$ cat src/rtl/core/ssrc_pkg.sv
// ----------------------------------------------------------------------------
// ssrc_pkg
// Constants and types shared by the shadow stack return check core.
// ----------------------------------------------------------------------------
`default_nettype none

package ssrc_pkg;

    // Stack geometry
    localparam int unsigned STACK_DEPTH = 1024;
    localparam int unsigned ADDR_W      = 64;
    localparam int unsigned ADDR_IN_W   = 64;
    localparam int unsigned DEPTH_W     = 11;
    localparam int unsigned SP_W        = $clog2(STACK_DEPTH + 1);
    localparam int unsigned RAM_AW      = $clog2(STACK_DEPTH);

    // Command codes
    localparam logic CMD_CALL   = 1'b0;
    localparam logic CMD_RETURN = 1'b1;

    // Result status codes
    typedef enum logic [1:0] {
        ST_OK       = 2'd0,
        ST_MISMATCH = 2'd1,
        ST_UNDERFLOW = 2'd2,
        ST_OVERFLOW = 2'd3
    } status_t;

    // Word handed from the pointer stage to the compare stage
    typedef struct packed {
        logic                vld;
        logic                chk;
        logic [ADDR_W-1:0]   addr;
        status_t             status;
        logic [DEPTH_W-1:0]  depth;
    } issue_t;

endpackage

`default_nettype wire

$ cat src/rtl/core/ssrc_cmp.sv
// ----------------------------------------------------------------------------
// ssrc_cmp
// Compare stage and output register: checks the popped entry, holds results.
// ----------------------------------------------------------------------------
`default_nettype none

module ssrc_cmp (
    input  wire logic                          aclk,
    input  wire logic                          aresetn,
    input  wire ssrc_pkg::issue_t              issue,
    input  wire logic [ssrc_pkg::ADDR_W-1:0]   ram_rdata,
    output logic                               take,
    output logic                               m_valid,
    input  wire logic                          m_ready,
    output logic      [1:0]                    m_status,
    output logic      [ssrc_pkg::DEPTH_W-1:0]  m_depth
);
    import ssrc_pkg::*;

    issue_t             s1_reg;
    logic               s1_vld_reg;
    logic               m_valid_reg;
    status_t            m_status_reg;
    logic [DEPTH_W-1:0] m_depth_reg;
    logic               out_free;
    logic               s1_adv;
    status_t            s1_status;

    assign out_free = !m_valid_reg || m_ready;
    assign s1_adv   = s1_vld_reg && out_free;
    assign take     = !s1_vld_reg || out_free;

    // Resolve the return check against the RAM word
    always_comb begin
        s1_status = s1_reg.status;
        if (s1_reg.chk) begin
            s1_status = (ram_rdata == s1_reg.addr) ? ST_OK : ST_MISMATCH;
        end
    end

    // Stage valid bits
    always_ff @(posedge aclk) begin
        if (!aresetn) begin
            s1_vld_reg  <= 1'b0;
            m_valid_reg <= 1'b0;
        end else begin
            if (take) begin
                s1_vld_reg <= issue.vld;
            end
            if (out_free) begin
                m_valid_reg <= s1_vld_reg;
            end
        end
    end

    // Stage payloads
    always_ff @(posedge aclk) begin
        if (take && issue.vld) begin
            s1_reg <= issue;
        end
        if (s1_adv) begin
            m_status_reg <= s1_status;
            m_depth_reg  <= s1_reg.depth;
        end
    end

    assign m_valid  = m_valid_reg;
    assign m_status = m_status_reg;
    assign m_depth  = m_depth_reg;

endmodule

`default_nettype wire

$ cat config.mk
export PLATFORM = sky130hd
export DESIGN_NAME = ssrc_cmp
export DESIGN_NICKNAME = d
export VERILOG_FILES = /design/src/rtl/core/ssrc_pkg.sv /design/src/rtl/core/ssrc_cmp.sv
export SDC_FILE = /design/constraint.sdc
export NUM_CORES = 1
export LEC_CHECK = 0
export ABC_AREA = 1
export BUFFER_PORTS_ARGS = -buffer_cell sky130_fd_sc_hd__buf_4
export CAP_MARGIN = 20
export CORE_MARGIN = 10
export CORE_UTILIZATION = 52
export DETAILED_ROUTE_END_ITERATION = 7
export HOLD_SLACK_MARGIN = 0.1
export PLACE_DENSITY = 0.82
export SYNTH_ARGS = -nofsm -noshare
export SYNTH_HDL_FRONTEND = slang
export SYNTH_SLANG_ARGS = --single-unit
$ cat constraint.sdc
create_clock -name aclk -period 4.85 [get_ports aclk]
set_input_delay 0 -clock aclk [delete_from_list [all_inputs] [get_ports aclk]]
set_output_delay 0 -clock aclk [all_outputs]
set_load 0.02 [all_outputs]
==> run summary <==
Endpoints failing hold: 0
Number of global-route vias before repair: 4061
Crit Path Max Fanout: 45
CTS tree: done
Hold WC Path Type: in -> reg
FF-to-FF Start: m_valid
Initial drt markers: 190
WS Path Type: reg -> reg
XOR/XNOR share of the synthesized area: 2.14%
Adder-cell share of the synthesized area: 0%
Slew Viols, Final: 0
Final core occ: 84.3%
Row count: 32
Register area share after synthesis: 67.6%
Mapped Cells: 432
Largest net degree at the start of global routing: 51
PostCTS Resize Cnt: 0
Fmax: 564 MHz
CTS root buffer: clkbuf_8
Effective utilization at floorplan: 53.3%
WL final: 12600 µm
Avg Inst Size Synth: 9.49 µm²
WL per Instance: 15.8 µm
Fillcell total: 397
Post-Synth Simple-Gate Area: 21.3%
Main area contributors after synthesis: edfxtp_1 (67%), nand2_1 (14%), inv_1 (8.6%)
Synth Area in Compound Gates: 0.366%
Chip Width: 109 µm
Final setup fails: 0
Antenna violations before repair: 1
Unrepaired setup endpoints after global routing: no
Grt ovf: 0
Die height: 109 µm
CP max-delay cell: buf_4
Worst vdd ir: 0.289 mV
Register bit total from synthesis: 93
Max reg flops: 78
Top post-synthesis cells by count: nand2_1 (148), inv_1 (94), edfxtp_1 (91)
R2R depth: 5
Worst-Margin Slew: 700 ps
Die area: 11800 µm²
Leak: 3.24 nW
Post-synthesis mux area share: 0%
Final ANT Viol Nets: 0
1st-pass router iterations: 4
Cell Chain, Critical Path: nand3_1 > nand2_1 > inv_2 > buf_12 > buf_4
Setup TNS: 0 ps
FF-to-FF End: s1_reg[66]
Synth Cell Area: 4100 µm²
Min-Delay Endpoint: m_status[0]
Worst R2R Setup Slack: 3080 ps
Dpl ws: 2700 ps
CP Capture Type: flip-flop
NumNets Final: 834
Hold depth: 11
IO Port Bufs: 160
Clock Skew: 9.38 ps
Required time of the critical path: 4860 ps
Yosys top cell area share: 66.6%
Dpl hpwl: 8000 µm
YS warnings: 0
Primary FF master, synth: edfxtp_1
Worst-Skew Late Latency: 350 ps
First-pass GRT wire length: 19000 µm
Largest family of logic cells by synthesized area: simple AND/OR/NAND/NOR gates
Gpl congestion: 0.767
Post-synth EDFFs: 91
Status: completed
Remaining DRCs: 0
Period utilization: 36.5%
Clock transition at path regs: 100 ps
CTS H-tree depth: 3
Vias after detailed routing: 3692
Final min period: 1770 ps
Syn Nets: 578
Slew Limit Headroom: 53.3%
Synth unique cells: 8
Hold Crit Start: ram_rdata[54]
Core Footprint: 7690 µm²
Pwr/cell area: 267 nW/µm²
Final WS setup: 3080 ps
Tot GR Track Use: 20.8%
Io pins: 161
Longest Clk Path Bufs: 2
Synth area leader: edfxtp_1
CTS Sinks: 93
Data arrival, critical path: 1790 ps
Num CTS Buffers: 9
Max stage delay on crit path: 400 ps
Asr flop ratio synth: 0%
CP startpoint kind: flip-flop
Vias/cell: 4.64
Max Cap Viol: 0
Top-count cell post-synth: nand2_1
Area Growth Syn to Fin: 58.0%
Layout cells sized above 1: 26.0%
==> placed cells by master, fill, tap and decap left out, types with 2 or more instances in the layout <==
| master | n |
|---|---|
| a21oi_1 | 3 |
| buf_4 | 161 |
| clkbuf_8 | 9 |
| dfxtp_1 | 2 |
| dlygate4sd3_1 | 82 |
| edfxtp_1 | 91 |
| inv_1 | 93 |
| inv_6 | 3 |
| inv_8 | 2 |
| nand2_1 | 148 |
| nor2_1 | 83 |
| xor2_1 | 10 |
==> area by class of cell <==
class                      count  area [µm²]  area share (%)
antenna                        1        2.50          0.0386
clock buffer                   9         124            1.91
multi-input combinational    245         975            15.0
clock inverter                 7        65.1            1.00
inverter                      94         353            5.45
timing repair buffer         245        2060            31.8
tap                          102         128            1.97
sequential                    93        2770            42.8
==> cells by family after synthesis <==
kind of cell              count (synthesis)
AOI/OAI and AO/OA                         3
and+or+nand+nor                         232
xor gates and xnor gates                 10
buffers and inverters                    94
DFF                                      93
==> per-layer routing <==
metal / share of wire, % / global-route usage [%]
met1: 32 / 18.5
met2: 58 / 42.2
met3: 6.4 / 5.55
met4: 3.4 / 9.23
met5: 0 / 0
==> what timing repair did <==
action                     in CTS  in global routing
hold endpoints to repair       80                  5
hold buffers                   81                  1
setup buffers                   0                  0
setup endpoints to repair       0                  0
==> per-stage QoR <==
stage                     power [W]  hold slack (ps)  cells  area, µm²
final                       0.00173              349    796       6480
after global routing        0.00180              351    796       6480
after CTS                   0.00172              322    792       6440
after detailed placement    0.00118              179    695       5440
after global placement      0.00116              178    695       5440
after floorplan             0.00105             98.9    432       4100
==> worst max-delay path by stage <==
stage / from / end / slack, ps
floorplan: m_valid / s1_reg[0] / 2140
CTS: m_valid / s1_reg[64] / 2680
global placement: m_valid / s1_reg[19] / 2760
global route: m_valid / s1_reg[66] / 2930
detailed placement: m_valid / s1_reg[19] / 2700
finish: m_valid / s1_reg[66] / 3080
==> worst max-delay path: cells and delay by family, from the launching register on <==
kind	cells	cell delay (ps)
buffers and inverters	3	820
AND/OR/NAND/NOR	2	250
flip-flops	1	360
==> report_power, final <==
group          internal [W]  leakage, nW  switching [W]
Clock              0.000200       0.0947       0.000300
Sequential         0.000935        0.900      0.0000216
Combinational      0.000159         2.24       0.000115
Total               0.00129         3.24       0.000436
Note: power is estimated with default switching activity, not from simulation.
