File: config.mk
export PLATFORM = sky130hd
export DESIGN_NAME = ssrc_ptr
export DESIGN_NICKNAME = d
export VERILOG_FILES = /design/src/rtl/core/ssrc_pkg.sv /design/src/rtl/core/ssrc_ptr.sv
export SDC_FILE = /design/constraint.sdc
export NUM_CORES = 1
export LEC_CHECK = 0
export BUFFER_PORTS_ARGS = -buffer_cell sky130_fd_sc_hd__buf_2
export CORE_AREA = 2 2 92 94
export CTS_BUF_LIST = sky130_fd_sc_hd__clkbuf_8
export DETAILED_ROUTE_END_ITERATION = 6
export DIE_AREA = 0 0 94 96
export GPL_TIMING_DRIVEN = 0
export PLACE_DENSITY_LB_ADDON = 0.05
export SYNTH_ARGS = -nofsm -noshare
export SYNTH_HDL_FRONTEND = slang
export SYNTH_SLANG_ARGS = --single-unit
File: constraint.sdc
create_clock -name aclk -period 2.9 [get_ports aclk]
set_input_delay 0.435 -clock aclk [delete_from_list [all_inputs] [get_ports aclk]]
set_output_delay 0.435 -clock aclk [all_outputs]
set_load 0.005 [all_outputs]
File: src/rtl/core/ssrc_pkg.sv
// ----------------------------------------------------------------------------
// ssrc_pkg
// Constants and types shared by the shadow stack return check core.
// ----------------------------------------------------------------------------
`default_nettype none

package ssrc_pkg;

    // Stack geometry
    localparam int unsigned STACK_DEPTH = 1024;
    localparam int unsigned ADDR_W      = 64;
    localparam int unsigned ADDR_IN_W   = 64;
    localparam int unsigned DEPTH_W     = 11;
    localparam int unsigned SP_W        = $clog2(STACK_DEPTH + 1);
    localparam int unsigned RAM_AW      = $clog2(STACK_DEPTH);

    // Command codes
    localparam logic CMD_CALL   = 1'b0;
    localparam logic CMD_RETURN = 1'b1;

    // Result status codes
    typedef enum logic [1:0] {
        ST_OK       = 2'd0,
        ST_MISMATCH = 2'd1,
        ST_UNDERFLOW = 2'd2,
        ST_OVERFLOW = 2'd3
    } status_t;

    // Word handed from the pointer stage to the compare stage
    typedef struct packed {
        logic                vld;
        logic                chk;
        logic [ADDR_W-1:0]   addr;
        status_t             status;
        logic [DEPTH_W-1:0]  depth;
    } issue_t;

endpackage

`default_nettype wire

File: src/rtl/core/ssrc_ptr.sv
// ----------------------------------------------------------------------------
// ssrc_ptr
// Stack pointer stage: accepts words, updates the pointer, drives the stack RAM.
// ----------------------------------------------------------------------------
`default_nettype none

module ssrc_ptr (
    input  wire logic                          aclk,
    input  wire logic                          aresetn,
    input  wire logic                          s_valid,
    output logic                               s_ready,
    input  wire logic                          s_cmd,
    input  wire logic [ssrc_pkg::ADDR_IN_W-1:0] s_return_address,
    input  wire logic                          take,
    output ssrc_pkg::issue_t                   issue,
    output logic                               ram_we,
    output logic      [ssrc_pkg::RAM_AW-1:0]   ram_waddr,
    output logic      [ssrc_pkg::ADDR_W-1:0]   ram_wdata,
    output logic                               ram_re,
    output logic      [ssrc_pkg::RAM_AW-1:0]   ram_raddr
);
    import ssrc_pkg::*;

    logic [SP_W-1:0] sp_reg;
    logic [SP_W-1:0] sp_next;
    logic            accept;
    logic            full;
    logic            empty;

    assign s_ready = take;
    assign accept  = s_valid && take;
    assign full    = (sp_reg == SP_W'(STACK_DEPTH));
    assign empty   = (sp_reg == '0);

    // Decide pointer move, RAM access and early status
    always_comb begin
        sp_next      = sp_reg;
        ram_we       = 1'b0;
        ram_re       = 1'b0;
        issue.vld    = accept;
        issue.chk    = 1'b0;
        issue.addr   = s_return_address[ADDR_W-1:0];
        issue.status = ST_OK;
        if (s_cmd == CMD_CALL) begin
            if (full) begin
                issue.status = ST_OVERFLOW;
            end else begin
                ram_we  = accept;
                sp_next = sp_reg + SP_W'(1);
            end
        end else begin
            if (empty) begin
                issue.status = ST_UNDERFLOW;
            end else begin
                ram_re    = accept;
                issue.chk = 1'b1;
                sp_next   = sp_reg - SP_W'(1);
            end
        end
        issue.depth = DEPTH_W'(sp_next);
    end

    // Push writes at the current top, pop reads one below it
    assign ram_waddr = sp_reg[RAM_AW-1:0];
    assign ram_wdata = s_return_address[ADDR_W-1:0];
    assign ram_raddr = sp_next[RAM_AW-1:0];

    // Advance the pointer on accepted words
    always_ff @(posedge aclk) begin
        if (!aresetn) begin
            sp_reg <= '0;
        end else if (accept) begin
            sp_reg <= sp_next;
        end
    end

endmodule

`default_nettype wire

==> flow_summary.ini <==
[outcome]
status = complete, no violations

[routing]
wl_per_cell_um = 11.2
drt_iter0_drc = 133
vias = 2394
post-route-drc-count = 0
via_per_inst = 4.13
routed_wl_mm = 6.51
ant_nets = 0
first_pass_iters = 4

[global_route]
grtUsageMet2 = 0.255
grt_first_pass_wirelength_mm = 9.45
use_met3 = 0.0258
grt_max_degree = 12
top_usage_layer = met2
grt_pass1_vias = 2044
grtUsageTotal = 0.132
gr-usage-met1 = 0.147
antenna_found_initial = 0
overflow = 0

[synthesis]
yosysTopAreaCellShare = 0.497
synth_edf_count = 0
syn_inst = 300
synth_largest_area_cell = buf_4
syn_area_um2 = 2260
synthFlopType = dfxtp_1
synth.top_cells.by_area = buf_4 50%, dfxtp_1 9.7%, nand3_1 2.9%
ys_ff_latch = 11
yosysUniqueCellTypes = 50
synth_seq_area_share = 0.0972
synth_async_sr_flop_share = 0
syn_area_per_cell_um2 = 7.55
syn_nets = 371
ys.warnings.count = 0

[timing]
finalCritPeriodShare = 0.963
report.final.slew_viol_count = 0
clock.fmax_mhz = 358
finalClockSkew_ns = 0.00151
fin_tns_setup_ns = 0
hold_violations = 0
rsz0062_at_grt = true
worstMarginPinSlew_ns = 0.621
relSlewSlack = 0.583
fin_ws_ns = 0.106
setup_viol = 0
whs_ns = 0.548
period_minus_slack_ns = 2.79

[clock_network]
clkSinkCount = 11
cts_buffers = 3
cts_root_buf = clkbuf_8
insertion_delay_ns = 0.25
cts_buffer_depth = 2
path_clk_slew_ns = 0.06
cts_tree = yes
cts_htree_levels = 1

[placement]
io_buffers = 169
dp_hpwl_mm = 5.61
routabilityCongestion = 0.805
dp_slack_ns = -0.158

[cells_and_area]
area_growth_pct = 48.3
drive_above_1_share = 0.726
diodes = 0
largest_register_ffs = 11
fin_nets = 547
final_util = 0.417

[critical_path]
path_max_fanout = 11
worstSetupEndpointType = output port
worstPathArrival_ns = 2.36
cp.required_ns = 2.47
critical_path.startpoint_type = flip-flop
path_class = reg2out

[power]
pwr-share-comb = 0.800
p_switching_w = 0.000886
powerDensity_nw_per_um2 = 631
p_clk_frac = 0.079
cellLeakagePower_nw = 1.95
seqPwrFrac = 0.122
cell_internal_pwr_w = 0.00123
p_sw_frac = 0.418
ir_drop_mv = 0.230
p_total_w = 0.00212

[min_path]
hold_path.class = reg2reg

[floorplan]
fp.dieArea_um2 = 9020
die_w_um = 94
core_area_um2 = 8050
die_h_um = 96
rows = 33
boundaryPins = 235
initial_utilization = 0.281

[job]
drv_cap = 0
-- placed cells by master, fill, tap and decap left out, types with 3 or more instances in the layout --
cell | netlist | routed
a21oi_1 | 6 | 6
and4_1 | 3 | 3
buf_2 | 2 | 171
buf_4 | 150 | 152
buf_6 | 3 | 4
clkbuf_1 | 6 | 5
clkbuf_8 | 0 | 3
dfxtp_1 | 11 | 9
inv_1 | 6 | 6
mux2i_1 | 4 | 4
nand2_1 | 12 | 12
nand2b_1 | 3 | 3
nand3_1 | 13 | 13
nand4b_1 | 3 | 3
nor2_1 | 6 | 6
nor3_1 | 7 | 6
o21ai_0 | 7 | 7
o31ai_1 | 4 | 4
or3_1 | 7 | 7
xnor2_1 | 3 | 3
xor2_1 | 6 | 6
-- cells in the mapped netlist, types with 2 or more instances --
cell and instances:
buf_6 3, nor2b_1 2, o21ai_0 7, and4_1 3
nand2_1 12, or4_1 2, nand4_1 2, clkbuf_1 6
mux2i_1 4, o31ai_1 4, ha_1 2, xor2_1 6
dfxtp_1 11, or3_1 7, buf_4 150, xnor2_1 3
inv_1 6, a21oi_1 6, nor2_1 6, buf_2 2
nand4b_1 3, a31oi_1 3, nor4b_1 2, nor3_1 7
mux2_2 2, nand3_1 13, nand2b_1 3
-- cells by family (layout without fill, tap and decap cells) --
group,after synthesis,in the layout,share of synthesized area
adder cells (fa/ha/maj),2,2,0.0110
XOR/XNOR,9,9,0.0348
multiplexers,6,6,0.0276
flip-flops,11,11,0.0972
AO/OA/AOI/OAI,32,32,0.102
AND/OR/NAND/NOR,71,71,0.186
buffers and inverters,169,344,0.541
-- power by group through the flow --
stage	sequential [W]	combinational [W]	clock (W)
after floorplan	0.000230	0.00107	0
after global placement	0.000249	0.00160	0
after detailed placement	0.000250	0.00160	0
after CTS	0.000255	0.00167	0.000171
after global routing	0.000272	0.00188	0.000179
final	0.000258	0.00169	0.000167
-- area by class of cell --
type                            instances  area (µm²)
Multi-Input combinational cell        120         865
Tap cell                              105         131
Timing Repair Buffer                  172         872
Fill cell                             857        4690
Inverter                                8        32.5
Clock inverter                          1        3.75
Clock buffer                            3        41.3
Buffer                                160        1190
Sequential cell                        11         225
-- timing repair --
| item | CTS | global route |
|---|---|---|
| hold buffers | 0 | 0 |
| gates cloned | 0 | 0 |
| buffers inserted | 3 | 0 |
| setup endpoints to repair | 23 | 9 |
| gates resized for setup | 6 | 6 |
| pin swaps | 1 | 0 |
-- critical path, stage by stage, from the launching register on --
cell and delay, ns:
dfxtp_4 0.39, inv_1 0.10, ha_4 0.16, or4b_4 0.51, o31ai_4 0.19, buf_6 0.16, inv_4 0.04, a31oi_2 0.19
a21oi_1 0.11, buf_4 0.13, buf_2 0.12
-- per-layer routing --
metal  vias up  wire length [µm]
met3         5               543
li1       1220                 -
met1      1051              2420
met5         -                 0
met2       118              3500
met4         0                54
-- per-stage QoR --
step / instance area (µm²) / cells
finish: 3360 / 580
global route: 3360 / 580
CTS: 3330 / 580
detailed placement: 3240 / 574
global placement: 3240 / 574
floorplan: 2260 / 300
-- path summary, 6_finish.rpt --
| kind | startpoint | endpoint | slack [ns] | depth (start not counted) |
|---|---|---|---|---|
| max reg2reg | sp_reg[0]$_SDFFE_PN0P_ | sp_reg[5]$_SDFFE_PN0P_ | 0.79 | 8 |
| min reg2reg | sp_reg[6]$_SDFFE_PN0P_ | sp_reg[6]$_SDFFE_PN0P_ | 0.55 | 2 |
| min | sp_reg[6]$_SDFFE_PN0P_ | sp_reg[6]$_SDFFE_PN0P_ | 0.55 | 2 |
| max | sp_reg[0]$_SDFFE_PN0P_ | ram_raddr[8] | 0.11 | 10 |
No activity file was read; power rests on OpenSTA's default activity.
